$ cat src/rtl/core/pipa_pkg.sv
`default_nettype none

package pipa_pkg;

	// query sequencer states
	typedef enum logic [1:0] {
		ST_IDLE,
		ST_READ,
		ST_DRAIN,
		ST_FINISH
	} pipa_state_t;

	// request codes on req_type
	localparam logic REQ_APPEND = 1'b0;
	localparam logic REQ_QUERY  = 1'b1;

	// control from the sequencer to the edge unit
	typedef struct packed {
		logic issue;  // a vertex read is issued this cycle
		logic first;  // the read is the closing vertex, used only as the first "previous" one
		logic clear;  // restart both running totals
	} pipa_ctl_t;

	// status from the edge unit back to the sequencer
	typedef struct packed {
		logic busy;   // reads or edge terms still in flight
		logic match;  // |shoelace total| equals triangle total
	} pipa_stat_t;

endpackage

`default_nettype wire

$ cat src/rtl/core/pipa_edge.sv
`default_nettype none

module pipa_edge
	import pipa_pkg::*;
#(
	parameter int COORD_BITS   = 16,
	parameter int MAX_VERTICES = 256
) (
	input  wire logic                           clk,
	input  wire logic                           arst_n,
	input  wire pipa_ctl_t                      ctl,
	input  wire logic      [2*COORD_BITS-1:0]   rd_data,
	input  wire logic signed [COORD_BITS-1:0]   px,
	input  wire logic signed [COORD_BITS-1:0]   py,
	output pipa_stat_t                          stat
);

	localparam int DW    = COORD_BITS + 1;       // coordinate difference or sum
	localparam int PW    = 2 * COORD_BITS + 2;   // one product
	localparam int TW    = PW + 1;               // difference of two products
	localparam int ACC_W = TW + $clog2(MAX_VERTICES + 1);

	logic                         v_s1, first_s1, v_s2, v_s3;
	logic signed [COORD_BITS-1:0] cur_x, cur_y;
	logic signed [COORD_BITS-1:0] prev_x_q, prev_y_q;
	logic signed [DW-1:0]         dxi, dyj, dxj, dyi, sum_x, dif_y;
	logic signed [PW-1:0]         pa_s2, pb_s2, sh_s2;
	logic signed [TW-1:0]         t_s3;
	logic signed [PW-1:0]         sh_s3;
	logic signed [ACC_W-1:0]      sh_acc_q;
	logic        [ACC_W-1:0]      tri_acc_q;
	logic        [ACC_W-1:0]      sh_abs;
	logic        [ACC_W-1:0]      t_ext;
	logic                         t_neg;

	// current vertex straight from the memory read register
	assign cur_x = rd_data[COORD_BITS-1:0];
	assign cur_y = rd_data[2*COORD_BITS-1:COORD_BITS];

	// edge operands, one bit wider than a coordinate
	assign dxi   = {cur_x[COORD_BITS-1], cur_x} - {px[COORD_BITS-1], px};
	assign dyj   = {prev_y_q[COORD_BITS-1], prev_y_q} - {py[COORD_BITS-1], py};
	assign dxj   = {prev_x_q[COORD_BITS-1], prev_x_q} - {px[COORD_BITS-1], px};
	assign dyi   = {cur_y[COORD_BITS-1], cur_y} - {py[COORD_BITS-1], py};
	assign sum_x = {prev_x_q[COORD_BITS-1], prev_x_q} + {cur_x[COORD_BITS-1], cur_x};
	assign dif_y = {prev_y_q[COORD_BITS-1], prev_y_q} - {cur_y[COORD_BITS-1], cur_y};

	// pipeline valid flags
	always_ff @(posedge clk or negedge arst_n) begin
		if (!arst_n) begin
			v_s1     <= 1'b0;
			first_s1 <= 1'b0;
			v_s2     <= 1'b0;
			v_s3     <= 1'b0;
		end else begin
			v_s1     <= ctl.issue;
			first_s1 <= ctl.first;
			v_s2     <= v_s1 && !first_s1;
			v_s3     <= v_s2;
		end
	end

	// s1 -> s2: three products per edge; the vertex then becomes the previous one
	always_ff @(posedge clk) begin
		if (v_s1) begin
			prev_x_q <= cur_x;
			prev_y_q <= cur_y;
			pa_s2    <= dxi * dyj;
			pb_s2    <= dxj * dyi;
			sh_s2    <= sum_x * dif_y;
		end
	end

	// s2 -> s3: signed doubled triangle area
	always_ff @(posedge clk) begin
		if (v_s2) begin
			t_s3  <= {pa_s2[PW-1], pa_s2} - {pb_s2[PW-1], pb_s2};
			sh_s3 <= sh_s2;
		end
	end

	// absolute value folded into the add: invert and carry in when negative
	assign t_neg = t_s3[TW-1];
	assign t_ext = {{(ACC_W-TW){t_neg}}, t_s3} ^ {ACC_W{t_neg}};

	// running totals
	always_ff @(posedge clk) begin
		if (ctl.clear) begin
			sh_acc_q  <= '0;
			tri_acc_q <= '0;
		end else if (v_s3) begin
			sh_acc_q  <= sh_acc_q + {{(ACC_W-PW){sh_s3[PW-1]}}, sh_s3};
			tri_acc_q <= tri_acc_q + t_ext + {{(ACC_W-1){1'b0}}, t_neg};
		end
	end

	// final exact compare
	assign sh_abs     = sh_acc_q[ACC_W-1] ? (~sh_acc_q + 1'b1) : sh_acc_q;
	assign stat.match = (sh_abs == tri_acc_q);
	assign stat.busy  = v_s1 || v_s2 || v_s3;

endmodule

`default_nettype wire

$ cat config.mk
export PLATFORM = sky130hd
export DESIGN_NAME = pipa_edge
export DESIGN_NICKNAME = d
export VERILOG_FILES = /design/src/rtl/core/pipa_pkg.sv /design/src/rtl/core/pipa_edge.sv
export SDC_FILE = /design/constraint.sdc
export NUM_CORES = 2
export LEC_CHECK = 0
export BUFFER_PORTS_ARGS = -buffer_cell sky130_fd_sc_hd__buf_2
export CORE_ASPECT_RATIO = 1.25
export CORE_MARGIN = 8
export CORE_UTILIZATION = 44
export CTS_CLUSTER_SIZE = 10
export DETAILED_ROUTE_END_ITERATION = 7
export PLACE_DENSITY = 0.69
export SYNTH_ARGS = -nofsm -noshare
export SYNTH_HDL_FRONTEND = slang
export SYNTH_SLANG_ARGS = --single-unit
$ cat constraint.sdc
create_clock -name clk -period 8.9 [get_ports clk]
set_input_delay 0 -clock clk [delete_from_list [all_inputs] [get_ports clk]]
set_output_delay 0 -clock clk [all_outputs]
set_load 0.005 [all_outputs]
# --- After elaboration in Yosys (flattened, before gate mapping) ---
# Cells that the tools add are included.
word_totals:
  ff_bits: 295
  in_bits: 69
  word_cells: 35
classes:
  n_addsub: 11
  multipliers: 3
  eq_ne: 1
  muxes: 1
  bitwise: 2
  reduce_logical: 4
ops:
  columns: ["cell", "n"]
  rows:
  - ["$mul A17 B17 Y34", 3]
  - ["$add A44 B44 Y44", 2]
  - ["$sub A16 B16 Y17", 5]
  - ["$add A44 B1 Y44", 1]
  - ["$add A44 B1 Y44 const B", 1]
  - ["$eq A44 B44 Y1", 1]
  - ["$mux W44", 1]
  - ["$not A44 Y44", 1]
  - ["$xor A44 B44 Y44", 1]
  - ["$sub A34 B34 Y35", 1]
  - ["$add A16 B16 Y17", 1]
  - ["$logic_or A1 B1 Y1", 2]
  - ["$logic_and A1 B1 Y1", 1]
  - ["$logic_not A1 Y1", 1]

# --- Longest topological paths before layout ---
logic_depth:
  depth_word: 4
  mapped_depth: 36
  depth_no_buf: 36

# --- Worst setup path before layout ---
# Ideal clock, no wire load.
synth_path:
  path_kind: "reg-to-reg"
  from: "reg prev_x_q[0]"
  to: "reg sh_s2[28], data pin"
  setup_time_ns: 0.262
  t_arrival_ns: 8.424
  path_slack_ns: 0.213
  path_stages_with_launch: 36
  path_buffers: 1
  period_less_slack_ns: 8.687
  cell_sequence: "edfxtp_1 > ha_1 > inv_1 > fa_1 > nor2b_1 > o21ai_0 > a21boi_0 > o21ai_0 > a21oi_1 > a21o_1 > a21o_1 > xor2_1 > clkbuf_1 > nand2_1 > fa_1 > inv_1 > fa_1 > inv_1 > fa_1 > inv_1 > fa_1 > inv_1 > fa_1 > inv_1 > fa_1 > ha_1 > and3_1 > and2_1 > a21oi_1 > a21bo_2 > a221o_1 > a41o_1 > or4_1 > a31oi_1 > o21bai_1 > xor2_1"
synth_between:
  elab_chain_len: 2
synth_rtl:
  columns: ["item", "line_no", "source"]
  rows:
  - ["start, declared", "pipa_edge.sv:25", "logic signed [COORD_BITS-1:0] prev_x_q, prev_y_q;"]
  - ["start signal, assigned", "pipa_edge.sv:66", "prev_x_q <= cur_x;"]
  - ["$add A16 B16 Y17", "pipa_edge.sv:45", "assign sum_x = {prev_x_q[COORD_BITS-1], prev_x_q} + {cur_x[COORD_BITS-1], cur_x};"]
  - ["$mul A17 B17 Y34", "pipa_edge.sv:70", "sh_s2 <= sum_x * dif_y;"]
  - ["end signal, assigned", "pipa_edge.sv:70", null]
  - ["end, declared", "pipa_edge.sv:27", "logic signed [PW-1:0] pa_s2, pb_s2, sh_s2;"]
# Every way passes these cells.
# A chain may end at the register's enable or synchronous reset.

# --- Worst setup path in the final report ---
layout_path:
  from: "reg prev_y_q[0]"
  to: "reg pa_s2[32], data pin"
layout_between:
  elab_chain_len: 2
layout_rtl:
  columns: ["item", "line_no", "source"]
  rows:
  - ["start, declared", "pipa_edge.sv:25", null]
  - ["start signal, assigned", "pipa_edge.sv:67", "prev_y_q <= cur_y;"]
  - ["$sub A16 B16 Y17", "pipa_edge.sv:42", "assign dyj = {prev_y_q[COORD_BITS-1], prev_y_q} - {py[COORD_BITS-1], py};"]
  - ["$mul A17 B17 Y34", "pipa_edge.sv:68", "pa_s2 <= dxi * dyj;"]
  - ["end signal, assigned", "pipa_edge.sv:68", null]
  - ["end, declared", "pipa_edge.sv:27", null]
# Every way passes these cells.

==> qor.csv <==
stage,metric,value,unit
worst_setup_path,cp_top_family,adder cells,
timing,finalSetupViolations,0,
global_routing,grt_pass1_wl,239100,um
timing,relSlewSlack,19.98,%
synth,netlist_area,0.05316,sq mm
synth,synth-seq-cells,295,
layout,fin_area,0.05891,sq mm
clock_network,cts_tree,yes,
timing,hold_viol,0,
layout,area_growth,10.81,%
drt,viasPerCell,5.389,
worst_setup_path,cpMostUsedCell,fa_1,
global_routing,gr-usage-met1,26.13,%
synth,ys_seq_area_share,14.97,%
floorplanning,dieHeight,404.6,um
global_routing,grtUsageMet3,3.057,%
worst_setup_path,slowest_delay,520,ps
placed_design,place_congestion,0.9866,
clock_network,root_buffer,clkbuf_16,
synth,synth_nets,7267,
run,drv_cap,0,
synth,synth_edf_count,203,
timing,slew_violations,0,
timing,fin_crit,8673,ps
drt,drt_wl_total,152100,um
clock_network,numCtsBuffers,42,
layout,fillCellCount,11260,
run_status,status,"complete, no violations",
synth,synthArstFlopShare,1.356,%
worst_setup_path,critPathSlowestCell,fa_1,
floorplanning,die_x,326.9,um
layout,layout-drive-gt1-share,8.185,%
global_routing,overflow,0,
synth,synth_warnings,0,
timing,fmax,115.3,MHz
drt,route.detailed.drc,0,
floorplanning,rows,142,
clock_network,clockBufferDepth,3,
clock_network,ctsHtreeMaxLevel,2,
global_routing,grt_max_degree,89,
floorplanning,core_area,0.1199,sq mm
worst_setup_path,r2r_slack,230,ps
synth,syn_area_per_cell,9.105,sq um
clock_network,cts.clk_slew.worst_paths,60,ps
worst_setup_path,worstPathArrival,9020,ps
timing,period_share,97.45,%
placed_design,dpl.cell_count,7582,
clock_network,worst_skew_pair.late_latency,610,ps
drt,wl_per_cell,19.73,um
worst_setup_path,crit_path_end_kind,register,
worst_setup_path,path_class,reg2reg,
timing,tightest_slew,1192,ps
layout,fin_cells,7710,
worst_setup_path,critPathLaunchType,register,
synth,synth_ff_type,edfxtp_1,
placed_design,hpwl,129700,um
worst_setup_path,cp_max_fo,4,
synth,synth.distinct_cells,83,
floorplanning,start_util,44.33,%
global_routing,met2_usage,40.42,%
clock_network,clkSinkCount,295,
worst_setup_path,crit_buf_inv,7,
drt,vias,41550,
drt,firstDrtPassIters,6,
drt,drt-initial-drc-count,2571,
layout,nets,7517,
worst_setup_path,critPathRequiredTime,9250,ps
placed_design,post_dp_cell_area,0.05675,sq mm
global_routing,antenna_found_initial,7,
global_routing,grt_use_total,22.81,%
global_routing,grt_pass1_vias,44040,
hold_path,hold_path_class,in2reg,
floorplanning,dieArea,0.1323,sq mm
synth,synthCells,5839,
timing,clock-skew-final,40.83,ps
placed_design,io_buffers,70,
global_routing,grt_busiest_layer,met2,
floorplanning,ioPinCount,71,
drt,antenna_left,0,
logic make-up after synthesis:
family | share of synthesized area (%)
AOI/OAI and AO/OA | 9.944
buffers and inverters | 8.753
adders and majority gates | 44.67
muxes | 0.7296
and+or+nand+nor | 14.58
DFF | 14.97
xor gates and xnor gates | 6.359
sequential cells by signal (all words and copies together), names as in the netlist, 16 cells and up:
register and cells:
sh_s2 34, tri_acc_q 44, prev_y_q 16, t_s3 35
pa_s2 34, prev_x_q 16, pb_s2 34, sh_s3 34
sh_acc_q 44
worst paths after layout:
check	depth (start not counted)	start	end
hold reg to reg	1	first_s1	v_s2
hold / removal	2	ctl[1]	first_s1
setup / recovery	36	prev_y_q[0]	pa_s2[32]
setup reg to reg	36	prev_y_q[0]	pa_s2[32]
max in group asynchronous	3	arst_n	v_s1
min in group asynchronous	3	arst_n	v_s1
synthesized netlist by cell type (11+ instances only):
library cell	n	area, sq um
clkbuf_1	139	521.8
ha_1	461	5768
mux2i_1	32	320.3
o21ai_0	166	830.8
a21boi_0	14	105.1
xnor2_1	242	2120
nand2_1	596	2237
a211oi_1	27	202.7
nor4_1	13	81.33
or2_2	34	212.7
o31a_1	11	96.34
xor2_1	144	1261
nor2_1	539	2023
and3_1	31	193.9
edfxtp_1	203	6096
inv_1	1088	4084
o2111ai_1	13	113.9
or3_1	32	200.2
a21oi_1	241	1206
nand4_1	27	168.9
o211ai_1	17	127.6
or4_1	11	82.58
o21bai_1	28	210.2
nor2b_1	100	625.6
a31oi_1	33	206.5
o21a_1	37	277.8
nand3_1	77	385.4
fa_1	898	17980
nor3_1	61	305.3
o31ai_1	21	157.7
and2_1	61	381.6
o22ai_1	20	125.1
nand2b_1	74	462.9
a21o_1	101	758.2
dfxtp_1	88	1762
per-stage QoR:
step	util [%]	setup WS [ps]	TNS (ps)	hold WS, ps
global route	49.11	-55.33	-102.4	73.64
detailed placement	47.32	-240.9	-992.8	-192.4
floorplan	-	213.4	0	-295.6
global placement	47.32	-149.4	-526.5	-194.3
finish	49.12	227.4	0	77.22
CTS	48.82	24.92	0	46.42
timing repair:
item / CTS / global route
resized for setup: 10 / 68
hold endpoints to repair: 42 / 0
endpoints found under the setup margin: 12 / 31
hold buffers: 37 / 0
pin swaps: 0 / 9
setup buffers: 0 / 10
placed cells by master (no fill, tap or decap), types with 60 or more instances in the layout:
cell,count
inv_1,1088
dfxtp_1,88
nand3_1,77
a21oi_1,235
ha_1,461
fa_1,896
edfxtp_1,203
xnor2_1,233
buf_4,243
nor2b_1,100
a21o_1,101
buf_2,70
nand2b_1,74
xor2_1,141
nor3_1,60
nand2_1,595
o21ai_0,154
nor2_1,537
and2_1,61
final cells by class:
| class | count | area [sq um] | share of cell area [%] |
|---|---|---|---|
| antenna | 5 | 12.51 | 0.02124 |
| clock buffer | 58 | 1162 | 1.973 |
| clock inverter | 18 | 215.2 | 0.3653 |
| inverter | 1089 | 4088 | 6.939 |
| multi-input combinational | 4305 | 40860 | 69.37 |
| sequential | 295 | 7964 | 13.52 |
| tap | 1584 | 1982 | 3.364 |
| timing repair buffer | 356 | 2621 | 4.450 |
routing by layer:
metal,vias up,wire [um]
met5,-,0
met4,0,11460
met3,455,8220
met2,1301,74970
met1,20670,57430
li1,19130,-
Power is not shown: default switching activity piles up to over one toggle a cycle in this logic, so the estimate is an artifact.
